--- config.mk ---
export PLATFORM = sky130hd
export DESIGN_NAME = ffsa_cell
export DESIGN_NICKNAME = d
export VERILOG_FILES = /design/src/hdl/ffsa_pkg.sv /design/src/hdl/ffsa_cell.sv
export SDC_FILE = /design/constraint.sdc
export NUM_CORES = 1
export LEC_CHECK = 0
export BUFFER_PORTS_ARGS = -buffer_cell sky130_fd_sc_hd__buf_2
export CAP_MARGIN = 15
export CORE_ASPECT_RATIO = 1.25
export CORE_MARGIN = 2
export CORE_UTILIZATION = 53
export CTS_CLUSTER_DIAMETER = 200
export DETAILED_ROUTE_END_ITERATION = 10
export PLACE_DENSITY = 0.93
export SYNTH_ARGS = -nofsm -noshare
export SYNTH_HDL_FRONTEND = slang
export SYNTH_SLANG_ARGS = --single-unit
export TNS_END_PERCENT = 5
--- constraint.sdc ---
create_clock -name clk -period 4.49 [get_ports clk]
set_input_delay 0.449 -clock clk [delete_from_list [all_inputs] [get_ports clk]]
set_output_delay 0.449 -clock clk [all_outputs]
set_load 0.05 [all_outputs]
--- src/hdl/ffsa_pkg.sv ---
// Shared types and constants for the first-fit slot allocator.
// No dependencies; imported by every module of the block.
`timescale 1ns / 1ps

package ffsa_pkg;

    localparam int SLOTS_DEF       = 64;
    localparam int AMOUNT_BITS_DEF = 16;

    localparam int IDX_W   = 6;   // slot_index / chosen_slot field width
    localparam int AMT_F_W = 16;  // amount field width on the stream
    localparam int CNT_W   = 16;  // unplaced counter width
    localparam int CFG_W   = 7;   // basket_count width

    localparam logic [CFG_W-1:0] BASKET_RESET = CFG_W'(64);
    localparam logic [CNT_W-1:0] CNT_MAX      = {CNT_W{1'b1}};

    typedef enum logic {
        MODE_LOAD  = 1'b0,
        MODE_PLACE = 1'b1
    } mode_t;

    // Control part of a transaction as it walks down the cell chain.
    typedef struct packed {
        logic              valid;
        mode_t             mode;
        logic [IDX_W-1:0]  idx;
        logic              placed;
        logic [IDX_W-1:0]  chosen;
    } ffsa_tok_t;

endpackage

--- src/hdl/ffsa_cell.sv ---
// One slot of the allocator: capacity, used mark and a token stage.
// Depends on ffsa_pkg.
`timescale 1ns / 1ps

module ffsa_cell
    import ffsa_pkg::*;
#(
    parameter int INDEX       = 0,
    parameter int AMOUNT_BITS = AMOUNT_BITS_DEF
)
(
    input  logic                   clk,
    input  logic                   rst_n,
    input  logic                   adv,
    input  logic [CFG_W-1:0]       basket,
    input  ffsa_tok_t              tok_in,
    input  logic [AMOUNT_BITS-1:0] amt_in,
    output ffsa_tok_t              tok_out,
    output logic [AMOUNT_BITS-1:0] amt_out
);

    localparam bit               ADDRESSABLE = (INDEX < (1 << IDX_W));
    localparam logic [IDX_W-1:0] K_LOW       = IDX_W'(INDEX % (1 << IDX_W));

    logic [AMOUNT_BITS-1:0] cap_reg, cap_next;
    logic                   used_reg, used_next;
    ffsa_tok_t              tok_reg, tok_next;
    logic [AMOUNT_BITS-1:0] amt_reg, amt_next;

    logic in_basket;
    logic load_hit;
    logic grant;

    assign in_basket = (32'(INDEX) < 32'(basket));

    assign load_hit = tok_in.valid && (tok_in.mode == MODE_LOAD) && ADDRESSABLE
                      && (tok_in.idx == K_LOW);

    // first free fitting cell within the basket along the chain claims the request
    assign grant = tok_in.valid && (tok_in.mode == MODE_PLACE) && !tok_in.placed
                   && !used_reg && in_basket && (cap_reg >= amt_in);

    always_comb
    begin
        cap_next  = cap_reg;
        used_next = used_reg;
        tok_next  = tok_reg;
        amt_next  = amt_reg;
        if (adv)
        begin
            tok_next = tok_in;
            amt_next = amt_in;
            if (load_hit)
            begin
                cap_next  = amt_in;
                used_next = 1'b0;
            end
            if (grant)
            begin
                used_next       = 1'b1;
                tok_next.placed = 1'b1;
                tok_next.chosen = K_LOW;
            end
        end
    end

    always_ff @(posedge clk or negedge rst_n)
    begin
        if (!rst_n)
        begin
            used_reg <= 1'b1;
            tok_reg  <= '0;
        end
        else
        begin
            used_reg <= used_next;
            tok_reg  <= tok_next;
        end
    end

    always_ff @(posedge clk)
    begin
        cap_reg <= cap_next;
        amt_reg <= amt_next;
    end

    assign tok_out = tok_reg;
    assign amt_out = amt_reg;

    a_grant_sets_used: assert property (@(posedge clk) disable iff (!rst_n)
        adv && grant |=> used_reg)
        else $error("granted slot not marked used");

    a_load_frees: assert property (@(posedge clk) disable iff (!rst_n)
        adv && load_hit |=> !used_reg && (cap_reg == $past(amt_in)))
        else $error("load did not free slot");

    a_stall_holds: assert property (@(posedge clk) disable iff (!rst_n)
        !adv |=> $stable(used_reg) && $stable(tok_reg))
        else $error("cell changed during stall");

endmodule

# [Yosys cells after proc, flatten, opt, wreduce, memory -nomap -nowiden]
# Index checks and enable logic that the tools add are counted.
[totals] ff_bits=48 output_inout_bits=31 input_bits=41 elab_cells=27
[op_classes] n_mux=3 magnitude_cmp=2 n_bitwise=1 reduce_logical=13
[op_table] op="16-bit greater-or-equal comparator" count=1
[op_table] op="1-bit logical AND" count=7
[op_table] op="1-bit by 7-bit less-than comparator with 1-bit output, first input constant" count=1
[op_table] op="7-bit two-way mux" count=1
[op_table] op="6-bit zero test" count=1
[op_table] op="2-bit AND reduction" count=2
[op_table] op="1-bit zero test" count=2
[op_table] op="1-bit two-way mux" count=2
[op_table] op="2-bit nonzero test" count=1
[op_table] op="1-bit inverter" count=1

# [Logic depth before layout (Yosys ltp)]
[depth] ltp_word=7 depth_mapped=7 depth_no_buf=7

# [Least setup slack after synthesis]
# No wires, ideal clock.
[synth_timing] kind="input-to-reg" start="input port tok_in[13] (netlist bit)" end="register cap_reg[0], enable pin" path_stages=3 setup_time_ps=435 setup_slack_ps=1613 required_time_ps=4055 t_arrival_ps=2442 path_buffers=0 path_cell_list="nor4_1 -> nand3_1 -> nor4_1"
[synth_between] elab_chain_cells=4
[synth_lines] element="from (decl)" line="ffsa_cell.sv:16" text="input ffsa_tok_t tok_in,"
[synth_lines] element="1-bit inverter" line="ffsa_cell.sv:36" text="assign load_hit = tok_in.valid && (tok_in.mode == MODE_LOAD) && ADDRESSABLE"
[synth_lines] element="1-bit logical AND" line="ffsa_cell.sv:36"
[synth_lines] element="1-bit logical AND" line="ffsa_cell.sv:37" text="&& (tok_in.idx == K_LOW);"
[synth_lines] element="2-bit AND reduction (no source line)"
[synth_lines] element="to (signal assigned)" line="ffsa_cell.sv:83" text="cap_reg <= cap_next;"
[synth_lines] element="to (decl)" line="ffsa_cell.sv:25" text="logic [AMOUNT_BITS-1:0] cap_reg, cap_next;"
# No other way between the ends.
# A chain may end at the register's enable or synchronous reset.

# [Worst setup path in the final report]
[layout_timing] start="register cap_reg[13]" end="register tok_reg, in the netlist tok_out[4]"
[layout_between] elab_chain_cells=3
[layout_lines] element="16-bit greater-or-equal comparator" line="ffsa_cell.sv:41" text="&& !used_reg && in_basket && (cap_reg >= amt_in);"
[layout_lines] element="1-bit logical AND" line="ffsa_cell.sv:41"
[layout_lines] element="7-bit two-way mux" line="ffsa_cell.sv:58" text="if (grant)"
[layout_lines] element="to (signal assigned)" line="ffsa_cell.sv:77" text="tok_reg <= tok_next;"
[layout_lines] element="to (decl)" line="ffsa_cell.sv:27" text="ffsa_tok_t tok_reg, tok_next;"
# No other way between the ends.

==> results.sh <==
export IMPL_pre_cts_slack_ns=2.39
export IMPL_rr_endpoint="tok_out[4]$_DFFE_PN0P_"
export IMPL_clk_latency_ns=0.30
export IMPL_synth_top_area_share_pct=46.9
export IMPL_num_rows=25
export IMPL_min_path_type="input pin to async pin"
export IMPL_syn_inst=140
export IMPL_ys_warn_count=0
export IMPL_grt_overflow=0
export IMPL_vias=1350
export IMPL_synthToLayoutAreaGrowth_pct=25.0
export IMPL_finalNonFillerCells=257
export IMPL_synth_cell_types=27
export IMPL_synth_area_leader_cell="edfxtp_1"
export IMPL_drive_gt1_share_pct=41.5
export IMPL_wl_per_cell_um=14.0
export IMPL_cts_num_sinks=48
export IMPL_hpwl_um=2750
export IMPL_rsz0062_at_grt="no"
export IMPL_die_y_um=73.5
export IMPL_synth_area_top_cells="edfxtp_1 (47%), dfrtp_1 (18%), ha_1 (9.8%)"
export IMPL_cp_end_kind="flop"
export IMPL_p_per_area_mw_per_mm2=380
export IMPL_setup_tns_ns=0
export IMPL_rrSetupSlack_ns=2.65
export IMPL_wl_um=3600
export IMPL_die_area_mm2=0.00438
export IMPL_grt_max_degree=34
export IMPL_critPathKind="flop to flop"
export IMPL_grt_total_usage_pct=18.0
export IMPL_max_slew_margin_pct=50.2
export IMPL_vias_per_cell=5.25
export IMPL_reg2reg_depth=6
export IMPL_antenna_found_initial=0
export IMPL_p_sw_uw=280
export IMPL_cts_max_level=2
export IMPL_antenna_left=0
export IMPL_hold_buffers=0
export IMPL_cts_buffers=5
export IMPL_detail_route_drc_violations=0
export IMPL_ys_seq_area_share_pct=66.6
export IMPL_design_area_mm2=0.00256
export IMPL_port_buffers=71
export IMPL_power_frac_comb_pct=19.0
export IMPL_cp_required_ns=4.72
export IMPL_start_kind="flop"
export IMPL_arrival_ns=2.07
export IMPL_finalCoreUtilization_pct=68.2
export IMPL_p_leak_uw=0.00120
export IMPL_cp_startpoint="cap_reg[13]$_DFFE_PP_"
export IMPL_r2r_start="cap_reg[13]$_DFFE_PP_"
export IMPL_first_pass_iters=4
export IMPL_worst_pin_slew_ns=0.747
export IMPL_fin_crit_ns=1.84
export IMPL_synth_area_mm2=0.00205
export IMPL_dp_cells=249
export IMPL_start_util_pct=54.5
export IMPL_fmax_ghz=0.542
export IMPL_report_final_slew_viol_count=0
export IMPL_maxCapViolations=0
export IMPL_cts_resized=0
export IMPL_setup_viol=0
export IMPL_placed_cell_area_mm2=0.00245
export IMPL_clock_path_buffers=2
export IMPL_period_share_pct=41.1
export IMPL_hold_viol=0
export IMPL_globalplace_congestion=0.741
export IMPL_worst_slack_ns=2.65
export IMPL_cts_tree="built"
export IMPL_core_mm2=0.00375
export IMPL_p_sw_share_pct=28.8
export IMPL_p_clk_share_pct=28.6
export IMPL_clk_pin_slew_ns=0.09
export IMPL_post_cts_buffers=0
export IMPL_drt_iter0_drc=22
export IMPL_endpoint="tok_out[4]$_DFFE_PN0P_"
export IMPL_internal_power_uw=693
export IMPL_skew_ns=0.0129
export IMPL_nNetsFinal=273
export IMPL_grt_pass1_vias=1329
export IMPL_antennaDiodeCount=0
export IMPL_ys_ff_latch=48
export IMPL_dieWidth_um=59.6
export IMPL_avgSynthCellArea_um2=14.6
export IMPL_status="finished, final reports clean"
export IMPL_pin_count=72
export IMPL_seqPwrFrac_pct=52.4
export IMPL_root_buffer="clkbuf_8"
export IMPL_grt_pass1_wl_um=5710
export IMPL_ir_drop_mv=0.200
export IMPL_path_max_fanout=6
export IMPL_syn_nets=197
==> per-stage QoR <==
stage	total power [uW]	hold WS [ns]
global placement	701	0.366
finish	973	0.0399
global route	1010	0.0496
CTS	982	0.0392
floorplan	646	0.153
detailed placement	706	0.375
==> area by class of cell <==
| class | count | area [um2] |
|---|---|---|
| Clock buffer | 6 | 93.8 |
| Clock inverter | 2 | 12.5 |
| Sequential cell | 48 | 1360 |
| Tap cell | 40 | 50.0 |
| Fill cell | 297 | 1190 |
| Multi-Input combinational cell | 71 | 609 |
| Timing Repair Buffer | 72 | 363 |
| Inverter | 18 | 67.6 |
==> logic make-up (layout without fill, tap and decap cells) <==
kind of cell             Yosys count  count (layout)  synth area share [%]
flip-flops                        48              48                  66.6
AO/OA/AOI/OAI                     21              21                  7.46
buffers and inverters             21              98                  3.97
AND/OR/NAND/NOR                   20              20                  4.95
adder cells (fa/ha/maj)           16              16                  9.78
multiplexers                      14              14                  7.27
==> Yosys cell counts <==
| cell | count |
|---|---|
| o21ai_2 | 1 |
| nand2b_1 | 1 |
| ha_1 | 16 |
| o21ai_0 | 2 |
| and3_1 | 1 |
| mux2_2 | 7 |
| a2111oi_4 | 1 |
| o311a_1 | 1 |
| nor4_1 | 3 |
| nand2_1 | 3 |
| a211o_1 | 1 |
| nand3_1 | 4 |
| dfstp_2 | 1 |
| edfxtp_1 | 32 |
| a21o_1 | 3 |
| buf_2 | 2 |
| nor3_1 | 3 |
| buf_1 | 1 |
| a21oi_1 | 9 |
| nor2_1 | 3 |
| o22ai_1 | 1 |
| mux2i_1 | 7 |
| a31oi_1 | 1 |
| dfrtp_1 | 15 |
| nand4_1 | 2 |
| o21a_1 | 1 |
| inv_1 | 18 |
==> power groups by stage <==
| stage | logic [uW] | clock network (uW) | registers (uW) |
|---|---|---|---|
| after floorplan | 36.3 | 0 | 610 |
| after global placement | 182 | 0 | 519 |
| after detailed placement | 187 | 0 | 519 |
| after CTS | 187 | 284 | 511 |
| after global routing | 198 | 299 | 514 |
| final | 185 | 278 | 510 |
==> worst min-delay path by stage <==
stage	from	to	cells after the start
6_report	rst_n	tok_out[3]$_DFFE_PN0P_	1
5_1_grt	rst_n	tok_out[3]$_DFFE_PN0P_	1
4_1_cts	rst_n	tok_out[3]$_DFFE_PN0P_	1
3_5_place_dp	rst_n	tok_out[3]$_DFFE_PN0P_	1
3_3_place_gp	rst_n	tok_out[3]$_DFFE_PN0P_	1
2_1_floorplan	rst_n	tok_out[0]$_DFFE_PN0P_	0
==> placed cells by master, fill, tap and decap left out, drive strengths merged <==
| cell type | n |
|---|---|
| a31oi | 1 |
| a21o | 3 |
| nand3 | 4 |
| o21ai | 3 |
| o21a | 1 |
| clkbuf | 6 |
| nor3 | 3 |
| mux2 | 7 |
| clkinv | 2 |
| dfstp | 1 |
| edfxtp | 32 |
| nand2 | 3 |
| o22ai | 1 |
| nand4 | 2 |
| dfrtp | 15 |
| a21oi | 9 |
| a211o | 1 |
| nand2b | 1 |
| buf | 72 |
| mux2i | 7 |
| inv | 18 |
| nor2 | 3 |
| o311a | 1 |
| ha | 16 |
| a2111oi | 1 |
| nor4 | 3 |
| and3 | 1 |
==> per-layer routing <==
layer  vias to the layer above  GRT usage (%)  wire length, um
met5                         -              0                0
met4                         0           7.16               57
met3                         6           5.46              252
met2                        64           29.2             1710
met1                       618           22.4             1580
li1                        662              -                -
==> critical path, stage by stage, from the launching register on <==
cell	delay (ns)
edfxtp_1	0.38
ha_1	0.30
a21o_1	0.18
a21o_1	0.19
a2111oi_4	0.38
o21ai_2	0.17
a21oi_1	0.19
(Power assumes the default switching activity.)
