File: config.mk
export PLATFORM = sky130hd
export DESIGN_NAME = ffsa_out_stage
export DESIGN_NICKNAME = d
export VERILOG_FILES = /design/src/hdl/ffsa_pkg.sv /design/src/hdl/ffsa_out_stage.sv
export SDC_FILE = /design/constraint.sdc
export NUM_CORES = 1
export LEC_CHECK = 0
export BUFFER_PORTS_ARGS = -buffer_cell sky130_fd_sc_hd__buf_2
export CAP_MARGIN = 0
export CELL_PAD_IN_SITES_DETAIL_PLACEMENT = 2
export CELL_PAD_IN_SITES_GLOBAL_PLACEMENT = 2
export CORE_ASPECT_RATIO = 2
export CORE_MARGIN = 2
export CORE_UTILIZATION = 27
export CTS_CLUSTER_DIAMETER = 100
export CTS_CLUSTER_SIZE = 12
export DETAILED_ROUTE_END_ITERATION = 6
export GPL_TIMING_DRIVEN = 1
export PLACE_DENSITY = 0.8
export SYNTH_ARGS = -nofsm -noshare
export SYNTH_HDL_FRONTEND = slang
export SYNTH_SLANG_ARGS = --single-unit
File: constraint.sdc
create_clock -name clk -period 1.8 [get_ports clk]
set_input_delay 0 -clock clk [delete_from_list [all_inputs] [get_ports clk]]
set_output_delay 0 -clock clk [all_outputs]
set_load 0.05 [all_outputs]
File: src/hdl/ffsa_pkg.sv
// Shared types and constants for the first-fit slot allocator.
// No dependencies; imported by every module of the block.
`timescale 1ns / 1ps

package ffsa_pkg;

    localparam int SLOTS_DEF       = 64;
    localparam int AMOUNT_BITS_DEF = 16;

    localparam int IDX_W   = 6;   // slot_index / chosen_slot field width
    localparam int AMT_F_W = 16;  // amount field width on the stream
    localparam int CNT_W   = 16;  // unplaced counter width
    localparam int CFG_W   = 7;   // basket_count width

    localparam logic [CFG_W-1:0] BASKET_RESET = CFG_W'(64);
    localparam logic [CNT_W-1:0] CNT_MAX      = {CNT_W{1'b1}};

    typedef enum logic {
        MODE_LOAD  = 1'b0,
        MODE_PLACE = 1'b1
    } mode_t;

    // Control part of a transaction as it walks down the cell chain.
    typedef struct packed {
        logic              valid;
        mode_t             mode;
        logic [IDX_W-1:0]  idx;
        logic              placed;
        logic [IDX_W-1:0]  chosen;
    } ffsa_tok_t;

endpackage

File: src/hdl/ffsa_out_stage.sv
// Output register and saturating unplaced counter at the end of the chain.
// Depends on ffsa_pkg.
`timescale 1ns / 1ps

module ffsa_out_stage
    import ffsa_pkg::*;
(
    input  logic             clk,
    input  logic             rst_n,
    input  ffsa_tok_t        tok_in,
    input  logic             out_ready,
    output logic             adv,
    output logic             out_valid,
    output logic             out_placed,
    output logic [IDX_W-1:0] out_chosen,
    output logic [CNT_W-1:0] out_count
);

    logic             valid_reg, valid_next;
    logic             placed_reg, placed_next;
    logic [IDX_W-1:0] chosen_reg, chosen_next;
    logic [CNT_W-1:0] cnt_reg, cnt_next;
    logic             take;

    assign adv  = !valid_reg || out_ready;
    assign take = adv && tok_in.valid;

    always_comb
    begin
        valid_next  = adv ? tok_in.valid : valid_reg;
        placed_next = placed_reg;
        chosen_next = chosen_reg;
        cnt_next    = cnt_reg;
        if (take)
        begin
            placed_next = tok_in.placed;
            chosen_next = tok_in.chosen;
            if ((tok_in.mode == MODE_LOAD) && (tok_in.idx == '0))
                cnt_next = '0;
            else if ((tok_in.mode == MODE_PLACE) && !tok_in.placed && (cnt_reg != CNT_MAX))
                cnt_next = cnt_reg + 1'b1;
        end
    end

    always_ff @(posedge clk or negedge rst_n)
    begin
        if (!rst_n)
        begin
            valid_reg <= 1'b0;
            cnt_reg   <= '0;
        end
        else
        begin
            valid_reg <= valid_next;
            cnt_reg   <= cnt_next;
        end
    end

    always_ff @(posedge clk)
    begin
        placed_reg <= placed_next;
        chosen_reg <= chosen_next;
    end

    assign out_valid  = valid_reg;
    assign out_placed = placed_reg;
    assign out_chosen = chosen_reg;
    assign out_count  = cnt_reg;

    a_cnt_saturates: assert property (@(posedge clk) disable iff (!rst_n)
        take && (tok_in.mode == MODE_PLACE) && (cnt_reg == CNT_MAX) |=> cnt_reg == CNT_MAX)
        else $error("unplaced counter wrapped");

    a_cnt_only_on_take: assert property (@(posedge clk) disable iff (!rst_n)
        !take |=> $stable(cnt_reg))
        else $error("counter moved without a transaction");

    a_out_holds: assert property (@(posedge clk) disable iff (!rst_n)
        valid_reg && !out_ready |=> valid_reg && $stable(placed_reg) && $stable(chosen_reg))
        else $error("result changed while waiting");

endmodule
# Word-level counts from Yosys, hierarchy flattened
# Cells that the tools add are included.
dict set report op_classes {
  reduce_logical 10
  eq_ne 1
  add_sub_neg 1
  bitwise 1
  mux 2
}
# operator count
set ops {}
lappend ops {{2-to-1 mux 16 bit} 2}
lappend ops {{adder 16 x 1 -> 16 bit, second input constant} 1}
lappend ops {{!= test 16 bit, second input constant} 1}
lappend ops {{logical NOT 6 bit} 1}
lappend ops {{logical AND 1 bit} 4}
lappend ops {{logical NOT 1 bit} 2}
lappend ops {{AND reduction 2 bit} 1}
lappend ops {{nonzero test 2 bit} 1}
lappend ops {{logical OR 1 bit} 1}
lappend ops {{inverter 1 bit} 1}
dict set report word_totals {
  output_inout_bits 25
  word_cells 19
  ff_bits 24
  in_bits 18
}

# Logic depth before layout (Yosys ltp)
# Gate-level depths: netlist (run 1).
dict set report logic_depth {
  ltp_word 5
  ltp_mapped 6
}

# Worst setup path after synthesis (run 1)
# Ideal clock, no wire load.
dict set report synth_timing {
  path_type {reg2reg}
  startpoint {reg valid_reg, in the netlist out_valid}
  endpoint {reg cnt_reg[9], in the netlist out_count[9]}
  period_less_slack_ns 2.196
  arrival_ns 2.072
  stages_incl_launch_ff 7
  setup_ns 0.124
  setup_slack_ns -0.396
  path_cell_list {dfrtp_1 -> nand2b_1 -> nand2_1 -> clkinv_1 -> nand2_1 -> nor3_1 -> a211o_1}
}
dict set report synth_between {
  elab_chain_len 4
}
# element line_no
set synth_rtl {}
lappend synth_rtl {{start: declaration} ffsa_out_stage.sv:19} ;# logic valid_reg, valid_next;
lappend synth_rtl {{start signal: assignment} ffsa_out_stage.sv:54} ;# valid_reg <= valid_next;
lappend synth_rtl {{logical NOT 1 bit} ffsa_out_stage.sv:25} ;# assign adv = !valid_reg || out_ready;
lappend synth_rtl {{logical OR 1 bit} ffsa_out_stage.sv:25}
lappend synth_rtl {{net adv} ffsa_out_stage.sv:12} ;# output logic adv,
lappend synth_rtl {{logical AND 1 bit} ffsa_out_stage.sv:26} ;# assign take = adv && tok_in.valid;
lappend synth_rtl {{net take} ffsa_out_stage.sv:23} ;# logic take;
lappend synth_rtl {{AND reduction 2 bit (no source line)} n/a}
lappend synth_rtl {{end signal: assignment} ffsa_out_stage.sv:55} ;# cnt_reg <= cnt_next;
lappend synth_rtl {{end: declaration} ffsa_out_stage.sv:22} ;# logic [CNT_W-1:0] cnt_reg, cnt_next;
# The timed path passes the listed nets, and every way through them passes these cells.
# A chain may end at the register's enable or synchronous reset.

# Worst setup path in the final report (run 1)
dict set report layout_timing {
  startpoint {reg cnt_reg[0], in the netlist out_count[0]}
  endpoint {reg cnt_reg[3], in the netlist out_count[3]}
}
dict set report layout_between {
  elab_chain_len 4
  word_cells_on_any_way 7
  classes_between {add/sub (1); eq/ne (1); mux (2); reduce/logical (3)}
}
# element
set layout_rtl {}
lappend layout_rtl {{branches (longest 4 deep; another with adder 16 x 1 -> 16 bit)}}
# Several ways; the timed one is not identified. The select of a mux whose other input is x is not followed.

==> summary.md, run 1 <==
| Metric | Value |
|---|---|
| Mapped Cells | 116 |
| Post-synthesis net count | 135 |
| Port Buf Inserts | 42 |
| WP data required | 1.94 ns |
| Critical Path AT | 1.95 ns |
| GR Util All Layers | 20.0% |
| Final setup viols | 3 |
| Top cell type by total area after synthesis | dfrtp_1 |
| Failing checks | negative setup slack |
| Slew @ Worst Pin | 0.422 ns |
| Unrepaired setup endpoints after global routing | yes |
| Core area | 4550 sq um |
| R2R depth | 7 |
| Setup slack after layout | -0.0109 ns |
| Initial DRC count | 17 |
| Post-synthesis register bit count | 24 |
| CTS tree | done |
| Slew headroom | 71.9% |
| Io pins | 43 |
| Fmax | 0.552 GHz |
| Final nets | 205 |
| Clk slew on worst S/H paths | 0.09 ns |
| Worst Setup EP | out_count[3] |
| ANT nets after route | 0 |
| Fin cells | 240 |
| Ant. Diodes | 0 |
| Final Util | 40.9% |
| DRC violations left | 0 |
| Pwr/cell area | 910 nW/um^2 |
| Max Cap Viol | 0 |
| Commonest cells after routing, fill and taps aside | 42 x buf_2, 15 x nand2_1, 14 x buf_4 |
| Vias in the first global route | 1482 |
| Largest cells by area after synthesis | dfrtp_1 34%, edfxtp_1 17%, nand2_1 4.8% |
| Drt pass-1 iters | 4 |
| Hold Vio Cnt, Final | 0 |
| Via/cell ratio | 5.40 |
| Commonest non-fill, non-tap cell in the layout | buf_2 |
| Tot Pwr | 0.00170 W |
| Synth Area per Inst | 10.9 sq um |
| Library cells used by synthesis | 39 |
| Synth Warn # | 0 |
| Clock Sinks | 24 |
| Lkg Pwr | 0.855 nW |
| Routed Wire Length | 4930 um |
| Die area | 5270 sq um |
| Clock Latency Late Sink | 0.27 ns |
| CTS Buf Count | 3 |
| H-tree depth | 1 |
| First-pass GRT wire length | 7720 um |
| Startpoint types | flip-flop |
| Kind of critical path | flip-flop to flip-flop |
| Detail Placement HPWL | 3610 um |
| DR vias | 1295 |
| Final period util | 101% |
| Die height | 101 um |
| Residual overflow from global routing | 0 |
| Die X | 52.3 um |
| Initial antenna violation count | 0 |
| Largest fanout on the critical path | 6 |
| Clock Tree Root | clkbuf_8 |
| CP startpoint | out_count[0] |
| Largest net degree at the start of global routing | 18 |
| Register area share after synthesis | 50.4% |
| Initial core utilization | 27.7% |
| DP Cell Count | 223 |
| Outcome | complete, but fails checks |
| Final worst path period need | 1.81 ns |
| Max Root-Sink Buffers | 2 |
| Reg2reg setup slack | -0.01 ns |
| Slew Limit Fails | 0 |
| Worst r2r src | out_count[0] |
| Max IR drop VDD | 0.000674 V |
| Area growth from synthesis to layout | 47.8% |
| Worst min path class | input port to flip-flop |
| R2R Path End | out_count[3] |
| Setup crit end kind | flip-flop |
| Worst-case hold slack | 0.0108 ns |
| Worst clock skew | 0.00178 ns |
| Synthesized cell area | 1260 sq um |
| GPL Wtd Cong | 0.863 |
| Rows | 35 |
| TNS Setup | -0.0139 ns |
| Fraction of layout cells with a size suffix above 1 | 47.0% |
| Detailed-route wire length per cell | 20.5 um |
| Top cell type's share of synthesized area | 33.7% |
## area by class of cell
cell class | count | area (sq um)
fillers | 524 | 2690
inverters | 5 | 18.8
well taps | 55 | 68.8
clock inverters | 1 | 30.0
flip-flops and latches | 24 | 648
clock buffers | 3 | 41.3
repair buffers | 66 | 417
multi-input cells | 86 | 641
## sequential cells by signal, summed over array words and instances (netlist names)
signal / cells
out_count: 16
out_valid: 1
out_placed: 1
out_chosen: 6
## logic make-up (layout without fill, tap and decap cells)
logic type / count (synthesis) / after routing / synth area share, %
AO/OA/AOI/OAI: 28 / 28 / 17.1
buffers and inverters: 6 / 75 / 1.78
AND/OR/NAND/NOR: 55 / 55 / 28.2
flip-flops: 24 / 24 / 50.4
adder cells (fa/ha/maj): 1 / 1 / 0.992
multiplexers: 2 / 2 / 1.59
## layer usage
layer,vias up,global-route usage [%],wire length [um]
met2,31,40.0,3000
met4,0,7.69,121
li1,590,-,-
met1,662,19.6,1710
met5,-,0,0
met3,12,1.48,93
## stage by stage
stage	instance area [sq um]	setup slack, ns
finish	1860	-0.0109
global route	1860	-0.0955
CTS	1820	-0.00418
detailed placement	1650	0.00437
global placement	1650	0.0575
floorplan	1290	-0.0879
## synth_stat cells
cell,count
a211o_1,1
a21oi_1,2
a311oi_1,1
a31oi_1,3
a41oi_1,1
and2_1,2
and3_1,2
and3_2,1
and4b_1,1
clkbuf_1,1
clkinv_1,1
dfrtp_1,17
edfxtp_1,7
ha_1,1
inv_1,4
mux2i_1,2
nand2_1,16
nand2b_1,3
nand3_1,4
nand3_2,3
nand4_1,4
nand4b_1,1
nor2_1,3
nor2b_1,1
nor3_1,3
nor3_2,1
nor3_4,2
nor4_1,1
nor4_4,1
o211a_1,1
o211ai_1,4
o211ai_2,1
o21ai_0,3
o311ai_0,4
o31ai_1,3
o41ai_1,4
or2_2,1
or3_1,3
or3_4,2
## worst min path at each step
| stage | startpoint | end | slack (ns) | cells past startpoint |
|---|---|---|---|---|
| final | out_ready | out_valid | 0.01 | 3 |
| after floorplan | rst_n | out_count[0] | -0.30 | 0 |
| after global placement | rst_n | out_count[7] | -0.05 | 1 |
| after CTS | out_ready | out_valid | 0.007 | 3 |
| after detailed placement | rst_n | out_count[6] | -0.04 | 1 |
| after global routing | out_ready | out_valid | 0.008 | 3 |
## what timing repair did
| action | in CTS | in global routing |
|---|---|---|
| setup buffers | 1 | 3 |
| endpoints found under the setup margin | 7 | 12 |
| hold buffers | 9 | 0 |
| endpoints found under the hold margin | 25 | 0 |
| resized for setup | 3 | 7 |
| pin swaps | 0 | 4 |
## report_power, final
group	switching (W)	total (W)	internal, W
combinational	0.000354	0.000523	0.000169
clock	0.000181	0.000478	0.000297
sequential	0.0000732	0.000696	0.000623
total	0.000607	0.00170	0.00109
## worst max-delay path, cell delays in order (launching register included)
cell and delay [ns]:
dfrtp_2 0.40, ha_4 0.16, nand3_2 0.09, or3_4 0.40, nor4_4 0.21, buf_4 0.21
or2_2 0.14, o31ai_1 0.07
No activity file was read; power rests on OpenSTA's default activity.
==> run 2: changes to the inputs <==
==> config.mk (replaced) <==
export PLATFORM = sky130hd
export DESIGN_NAME = ffsa_out_stage
export DESIGN_NICKNAME = d
export VERILOG_FILES = /design/src/hdl/ffsa_pkg.sv /design/src/hdl/ffsa_out_stage.sv
export SDC_FILE = /design/constraint.sdc
export NUM_CORES = 1
export LEC_CHECK = 0
export CAP_MARGIN = 0
export CELL_PAD_IN_SITES_DETAIL_PLACEMENT = 2
export CELL_PAD_IN_SITES_GLOBAL_PLACEMENT = 2
export CORE_ASPECT_RATIO = 2
export CORE_MARGIN = 2
export CORE_UTILIZATION = 33
export CTS_BUF_LIST = sky130_fd_sc_hd__clkbuf_16
export CTS_CLUSTER_DIAMETER = 100
export CTS_CLUSTER_SIZE = 12
export DETAILED_ROUTE_END_ITERATION = 6
export DONT_BUFFER_PORTS = 1
export GPL_TIMING_DRIVEN = 1
export PLACE_DENSITY = 0.78
export SYNTH_ARGS = -nofsm -noshare
export SYNTH_HDL_FRONTEND = slang
export SYNTH_SLANG_ARGS = --single-unit
==> summary.md, run 2 (synthesis gave the netlist of run 1 again) <==
| Metric | Value |
|---|---|
| CP Cell Sequence | buf_12 -> nand4_1 -> nor3_4 -> buf_4 -> o211ai_1 -> or3_1 -> nand3_1 |
| First-pass GRT wire length | 6800 um (-12%) |
| Failing checks | negative setup slack |
| Slowest stage delay, CP | 0.42 ns (+0.02 ns) |
| Initial antenna violation count | 0 (unchanged) |
| TNS Setup | -0.120 ns (-0.106 ns) |
| Initial DRC count | 23 (+6) |
| Tot Pwr | 0.00178 W (+4.8%) |
| Commonest cells after routing, fill and taps aside | 27 x buf_4, 16 x nand2_1, 9 x dlygate4sd3_1, 9 x dfrtp_2, 8 x dfrtp_1 |
| GPL Wtd Cong | 0.786 (-8.9%) |
| WP data required | 2.00 ns (+0.06 ns) |
| Worst clock skew | 0.00415 ns (+0.00237 ns) |
| Port Buf Inserts | 0 (-100%) |
| Die X | 47.7 um (-8.8%) |
| Largest net degree at the start of global routing | 18 (unchanged) |
| H-tree depth | 1 (unchanged) |
| Max FFs per register | 16 (unchanged) |
| Commonest non-fill, non-tap cell in the layout | buf_4 |
| Final setup viols | 3 (unchanged) |
| Pre-CTS setup slack | -0.0548 ns (-0.0592 ns) |
| Clock Sinks | 24 (unchanged) |
| Crit path max-delay family | simple AND/OR/NAND/NOR gates |
| Slew Limit Fails | 0 (unchanged) |
| Routed Wire Length | 4860 um (-1.4%) |
| Startpoint types | flip-flop |
| Clock Tree Root | clkbuf_16 |
| GR Util All Layers | 22.0% (+2.0 points) |
| ANT nets after route | 0 (unchanged) |
| DRC violations left | 0 (unchanged) |
| Die area | 4360 sq um (-17%) |
| Die height | 91.4 um (-9.2%) |
| Lkg Pwr | 0.755 nW (-12%) |
| Largest fanout on the critical path | 4 (-2) |
| Area growth from synthesis to layout | 41.7% |
| Fraction of layout cells with a size suffix above 1 | 36.3% (-11 points) |
| Kind of critical path | flip-flop to flip-flop |
| Rows | 31 (-11%) |
| Max IR drop VDD | 0.00112 V (+67%) |
| Via/cell ratio | 5.83 (+8.0%) |
| Clock Latency Late Sink | 0.27 ns (about the same) |
| Final nets | 177 (-14%) |
| Unrepaired setup endpoints after global routing | yes |
| Setup slack after layout | -0.0682 ns (-0.0573 ns) |
| Io pins | 43 (unchanged) |
| Max Cap Viol | 0 (unchanged) |
| Initial core utilization | 34.6% (+6.9 points) |
| CTS tree | done |
| Residual overflow from global routing | 0 (unchanged) |
| Fmax | 0.535 GHz (-3.1%) |
| Vias in the first global route | 1332 (-10%) |
| CP Buf/Inv Count | 2 (+1) |
| FILL cells | 397 (-24%) |
| Critical Path AT | 2.07 ns (+0.12 ns) |
| Outcome | complete, but fails checks |
| Reg2reg setup slack | -0.07 ns (-0.06 ns) |
| Core area | 3650 sq um (-20%) |
| Worst min path class | input port to flip-flop |
| CTS Buf Count | 3 (unchanged) |
| CP max-delay cell | dfrtp_2 |
| Drt pass-1 iters | 4 (unchanged) |
| Detailed-route wire length per cell | 23.6 um (+15%) |
| Final period util | 104% (+3.2 points) |
| Final worst path period need | 1.87 ns (+0.0573 ns) |
| Setup crit end kind | flip-flop |
| Hold Vio Cnt, Final | 0 (unchanged) |
| Clk slew on worst S/H paths | 0.06 ns (-0.03 ns) |
| Pwr/cell area | 996 nW/um^2 (+9.4%) |
| Ant. Diodes | 0 (unchanged) |
| Max Root-Sink Buffers | 2 (unchanged) |
| Final Util | 49.0% (+8.1 points) |
| Slew headroom | 45.6% (-26 points) |
| Detail Placement HPWL | 3380 um (-6.4%) |
| DR vias | 1201 (-7.3%) |
| Slew @ Worst Pin | 0.813 ns (+0.392 ns) |
| Worst-case hold slack | 0.0962 ns (+0.0854 ns) |
==> run 2: cell count changes in the layout (fill, tap and decap cells not counted), moves of 2 or more <==
cell,delta
clkbuf_8,-3
buf_12,+2
buf_4,+13
clkbuf_16,+3
buf_2,-42
==> run 2: tightest hold or removal path, stage by stage <==
cell      delay, ns
nor2b_1        0.06
nand2_1        0.07
o311ai_0       0.11
o41ai_1        0.08
==> run 2: cell type report <==
cell class | instances | area [sq um] | share of cell area [%]
clock buffer | 3 | 75.1 | 4.20
clock inverter | 1 | 3.75 | 0.210
inverter | 5 | 18.8 | 1.05
multi-input combinational | 86 | 648 | 36.3
sequential | 24 | 647 | 36.2
tap | 49 | 61.3 | 3.43
timing repair buffer | 38 | 333 | 18.6
==> run 2: path summary, 6_finish.rpt <==
kind                         startpoint            end  cells after the start
min in group asynchronous         rst_n  out_count[12]                      1
max                        out_count[1]  out_count[11]                      7
max in group asynchronous         rst_n   out_count[0]                      1
min reg2reg                out_count[2]   out_count[2]                      1
min                           tok_in[6]   out_count[2]                      4
max reg2reg                out_count[1]  out_count[11]                      7
==> run 2: power by group <==
| part | switching [W] | leakage, nW | total [W] | internal (W) |
|---|---|---|---|---|
| Sequential | 0.000117 | 0.282 | 0.000742 | 0.000625 |
| Combinational | 0.000316 | 0.435 | 0.000538 | 0.000222 |
| Clock | 0.000201 | 0.0385 | 0.000499 | 0.000298 |
==> run 2: what timing repair did <==
action / CTS / global route
hold endpoints to repair: 25 / 0
setup endpoints to repair: 4 / 12
buffers inserted: 2 / 4
gates resized for setup: 4 / 11
hold buffers: 9 / 0
gates cloned: 0 / 0
pin swaps: 3 / 9
==> run 2: through the flow <==
step,cell area [sq um],std cells
detailed placement,1520,187
CTS,1710,202
global route,1790,206
floorplan,1290,116
finish,1790,206
global placement,1520,187
==> run 2: metal layers <==
metal / wire length [um] / GRT usage, % / up-vias
met5: 0 / 0 / -
met4: 59 / 6.76 / 0
li1: - / - / 537
met3: 174 / 2.98 / 4
met1: 1590 / 21.7 / 626
met2: 3040 / 42.0 / 34
==> run 3: changes to the inputs <==
--- a/config.mk
+++ b/config.mk
@@ -17,6 +17,7 @@
 export DETAILED_ROUTE_END_ITERATION = 6
 export DONT_BUFFER_PORTS = 1
 export GPL_TIMING_DRIVEN = 1
+export MAX_ROUTING_LAYER = met4
 export PLACE_DENSITY = 0.78
 export SYNTH_ARGS = -nofsm -noshare
 export SYNTH_HDL_FRONTEND = slang
==> summary.md, run 3 (synthesis gave the netlist of run 1 again) <==
| Metric | Value |
|---|---|
| Largest fanout on the critical path | 5 (+1) |
| Final setup viols | 0 (-3) |
| Ant. Diodes | 0 (unchanged) |
| Fmax | 0.559 GHz (+4.4%) |
| Cell Area, Placed | 1520 sq um (unchanged) |
| Worst min path class | input port to flip-flop |
| Max FFs per register | 16 (unchanged) |
| Area growth from synthesis to layout | 41.0% |
| Port Buf Inserts | 0 (unchanged) |
| Slew Limit Fails | 0 (unchanged) |
| Commonest non-fill, non-tap cell in the layout | buf_4 |
| First-pass GRT wire length | 7160 um (+5.3%) |
| Max Root-Sink Buffers | 2 (unchanged) |
| Clock Sinks | 24 (unchanged) |
| Io pins | 43 (unchanged) |
| CP Buf/Inv Count | 0 (-2) |
| Clock power share | 34.0% (+5.9 points) |
| CP Cell Sequence | ha_4 -> and3_4 -> nand3_4 -> nand4b_1 -> o211ai_1 -> o41ai_2 |
| Max IR drop VDD | 0.000943 V (-16%) |
| Cell internal pwr | 0.00124 W (+8.5%) |
| Die X | 47.7 um (unchanged) |
| WHS Path Cells | 4 (unchanged) |
| Clock Tree Root | clkbuf_16 |
| Reg2reg setup slack | 0.01 ns (+0.08 ns) |
| Initial DRC count | 21 (-8.7%) |
| Outcome | finished clean |
| ANT nets after route | 0 (unchanged) |
| Crit path max-delay family | simple AND/OR/NAND/NOR gates |
| Routed Wire Length | 4650 um (-4.4%) |
| CTS Buf Count | 3 (unchanged) |
| Initial antenna violation count | 0 (unchanged) |
| Slew headroom | 44.3% (-1.3 points) |
| Largest net degree at the start of global routing | 18 (unchanged) |
| DRC violations left | 0 (unchanged) |
| Psw | 0.000610 W (-3.9%) |
| Worst-case hold slack | 0.113 ns (+0.0171 ns) |
| Detailed-route wire length per cell | 22.9 um (-3.0%) |
| Setup slack after layout | 0.00979 ns (+0.0780 ns) |
| Die height | 91.4 um (unchanged) |
| Worst r2r src | out_count[0] |
| Kind of critical path | flip-flop to flip-flop |
| DP Cell Count | 187 (unchanged) |
| Combinational Power Share | 26.7% (-3.5 points) |
| Unrepaired setup endpoints after global routing | yes |
| Final worst path period need | 1.79 ns (-0.0780 ns) |
| Startpoint types | flip-flop |
| WP data required | 1.92 ns (-0.08 ns) |
| Die area | 4360 sq um (unchanged) |
| Via/cell ratio | 5.91 (+1.3%) |
| CTS tree | done |
| H-tree depth | 1 (unchanged) |
| Initial core utilization | 34.6% (unchanged) |
| Slowest stage delay, CP | 0.40 ns (-0.02 ns) |
| Hold Vio Cnt, Final | 0 (unchanged) |
| Commonest cells after routing, fill and taps aside | 24 x buf_4, 16 x nand2_1, 10 x dfrtp_2 |
| Setup crit end kind | flip-flop |
| Lkg Pwr | 0.746 nW (-1.1%) |
| TNS Setup | 0 ns (+0.120 ns) |
| R2R Path End | out_count[14] |
| Final instance area | 1780 sq um (-0.49%) |
| Pre-CTS setup slack | -0.0583 ns (-0.00349 ns) |
| Slew @ Worst Pin | 0.833 ns (+0.0196 ns) |
| GPL Wtd Cong | 0.801 (+1.8%) |
| Final period util | 99.5% (-4.3 points) |
| Clock Latency Late Sink | 0.26 ns (about the same) |
| Rows | 31 (unchanged) |
| Vias in the first global route | 1383 (+3.8%) |
| R2R depth | 6 (-1) |
| Fraction of layout cells with a size suffix above 1 | 36.4% (+0.058 points) |
| GR Util All Layers | 23.5% (+1.5 points) |
| Endpoint, Worst Hold | out_count[2] |
| Drt pass-1 iters | 4 (unchanged) |
| Pwr/cell area | 1040 nW/um^2 (+4.6%) |
| Hold Startpoint | tok_in[6] |
| Core area | 3650 sq um (unchanged) |
| Reg power frac | 39.3% (-2.4 points) |
| Switching share of power | 33.0% (-2.7 points) |
| Residual overflow from global routing | 0 (unchanged) |
| CP max-delay cell | dfrtp_2 |
| Max Cap Viol | 0 (unchanged) |
| DR vias | 1199 (-0.17%) |
| Critical Path AT | 1.91 ns (-0.16 ns) |
| Final nets | 174 (-1.7%) |
| Fin cells | 203 (-1.5%) |
| Clk slew on worst S/H paths | 0.07 ns (about the same) |
| Detail Placement HPWL | 3230 um (-4.4%) |
| Worst clock skew | 0.00702 ns (+0.00287 ns) |
## run 3: repair_timing
item	4_1_cts	5_1_grt
hold buffers	9	0
resized for setup	7	5
setup endpoints to repair	6	11
pin swaps	3	4
hold endpoints to repair	25	0
buffers inserted	2	1
## run 3: routing by layer
layer | track usage [%] | wire, um | vias to the layer above
li1 | - | - | 531
met1 | 24.4 | 1570 | 614
met2 | 43.2 | 2820 | 44
met3 | 2.19 | 160 | 10
met4 | 5.86 | 91 | 0
met5 | - | 0 | -
## run 3: final cells by class
| class | instances | area [sq um] |
|---|---|---|
| well taps | 49 | 61.3 |
| repair buffers | 35 | 293 |
| flip-flops and latches | 24 | 648 |
| multi-input cells | 86 | 652 |
| clock buffers | 3 | 75.1 |
| clock inverters | 1 | 30.0 |
| fillers | 394 | 1870 |
| inverters | 5 | 18.8 |
## run 3: power by group through the flow
| stage | logic [W] | clock network [W] | registers [W] |
|---|---|---|---|
| floorplan | 0.000126 | 0 | 0.000889 |
| global placement | 0.000409 | 0 | 0.000720 |
| detailed placement | 0.000435 | 0 | 0.000727 |
| CTS | 0.000472 | 0.000649 | 0.000717 |
| global route | 0.000527 | 0.000662 | 0.000735 |
| finish | 0.000494 | 0.000630 | 0.000727 |
## run 3: tightest hold or removal path: cells and delay by family
family             cells  cell delay (ns)
AOI/OAI and AO/OA      2             0.17
and+or+nand+nor        2             0.16
## run 3: worst max path at each step
stage,startpoint,to,slack (ns),depth (start not counted)
finish,out_count[0],out_count[14],0.01,6
global route,out_count[0],out_count[15],-0.05,7
CTS,out_count[1],out_count[3],-0.001,7
detailed placement,out_count[0],out_count[1],-0.06,6
global placement,out_count[0],out_count[1],0.07,6
floorplan,out_count[15],out_count[0],-0.09,5
## run 3: through the flow
step,util (%),total power [W]
global placement,41.8,0.00113
floorplan,-,0.00101
detailed placement,41.8,0.00116
global route,48.8,0.00192
CTS,48.0,0.00184
finish,48.8,0.00185
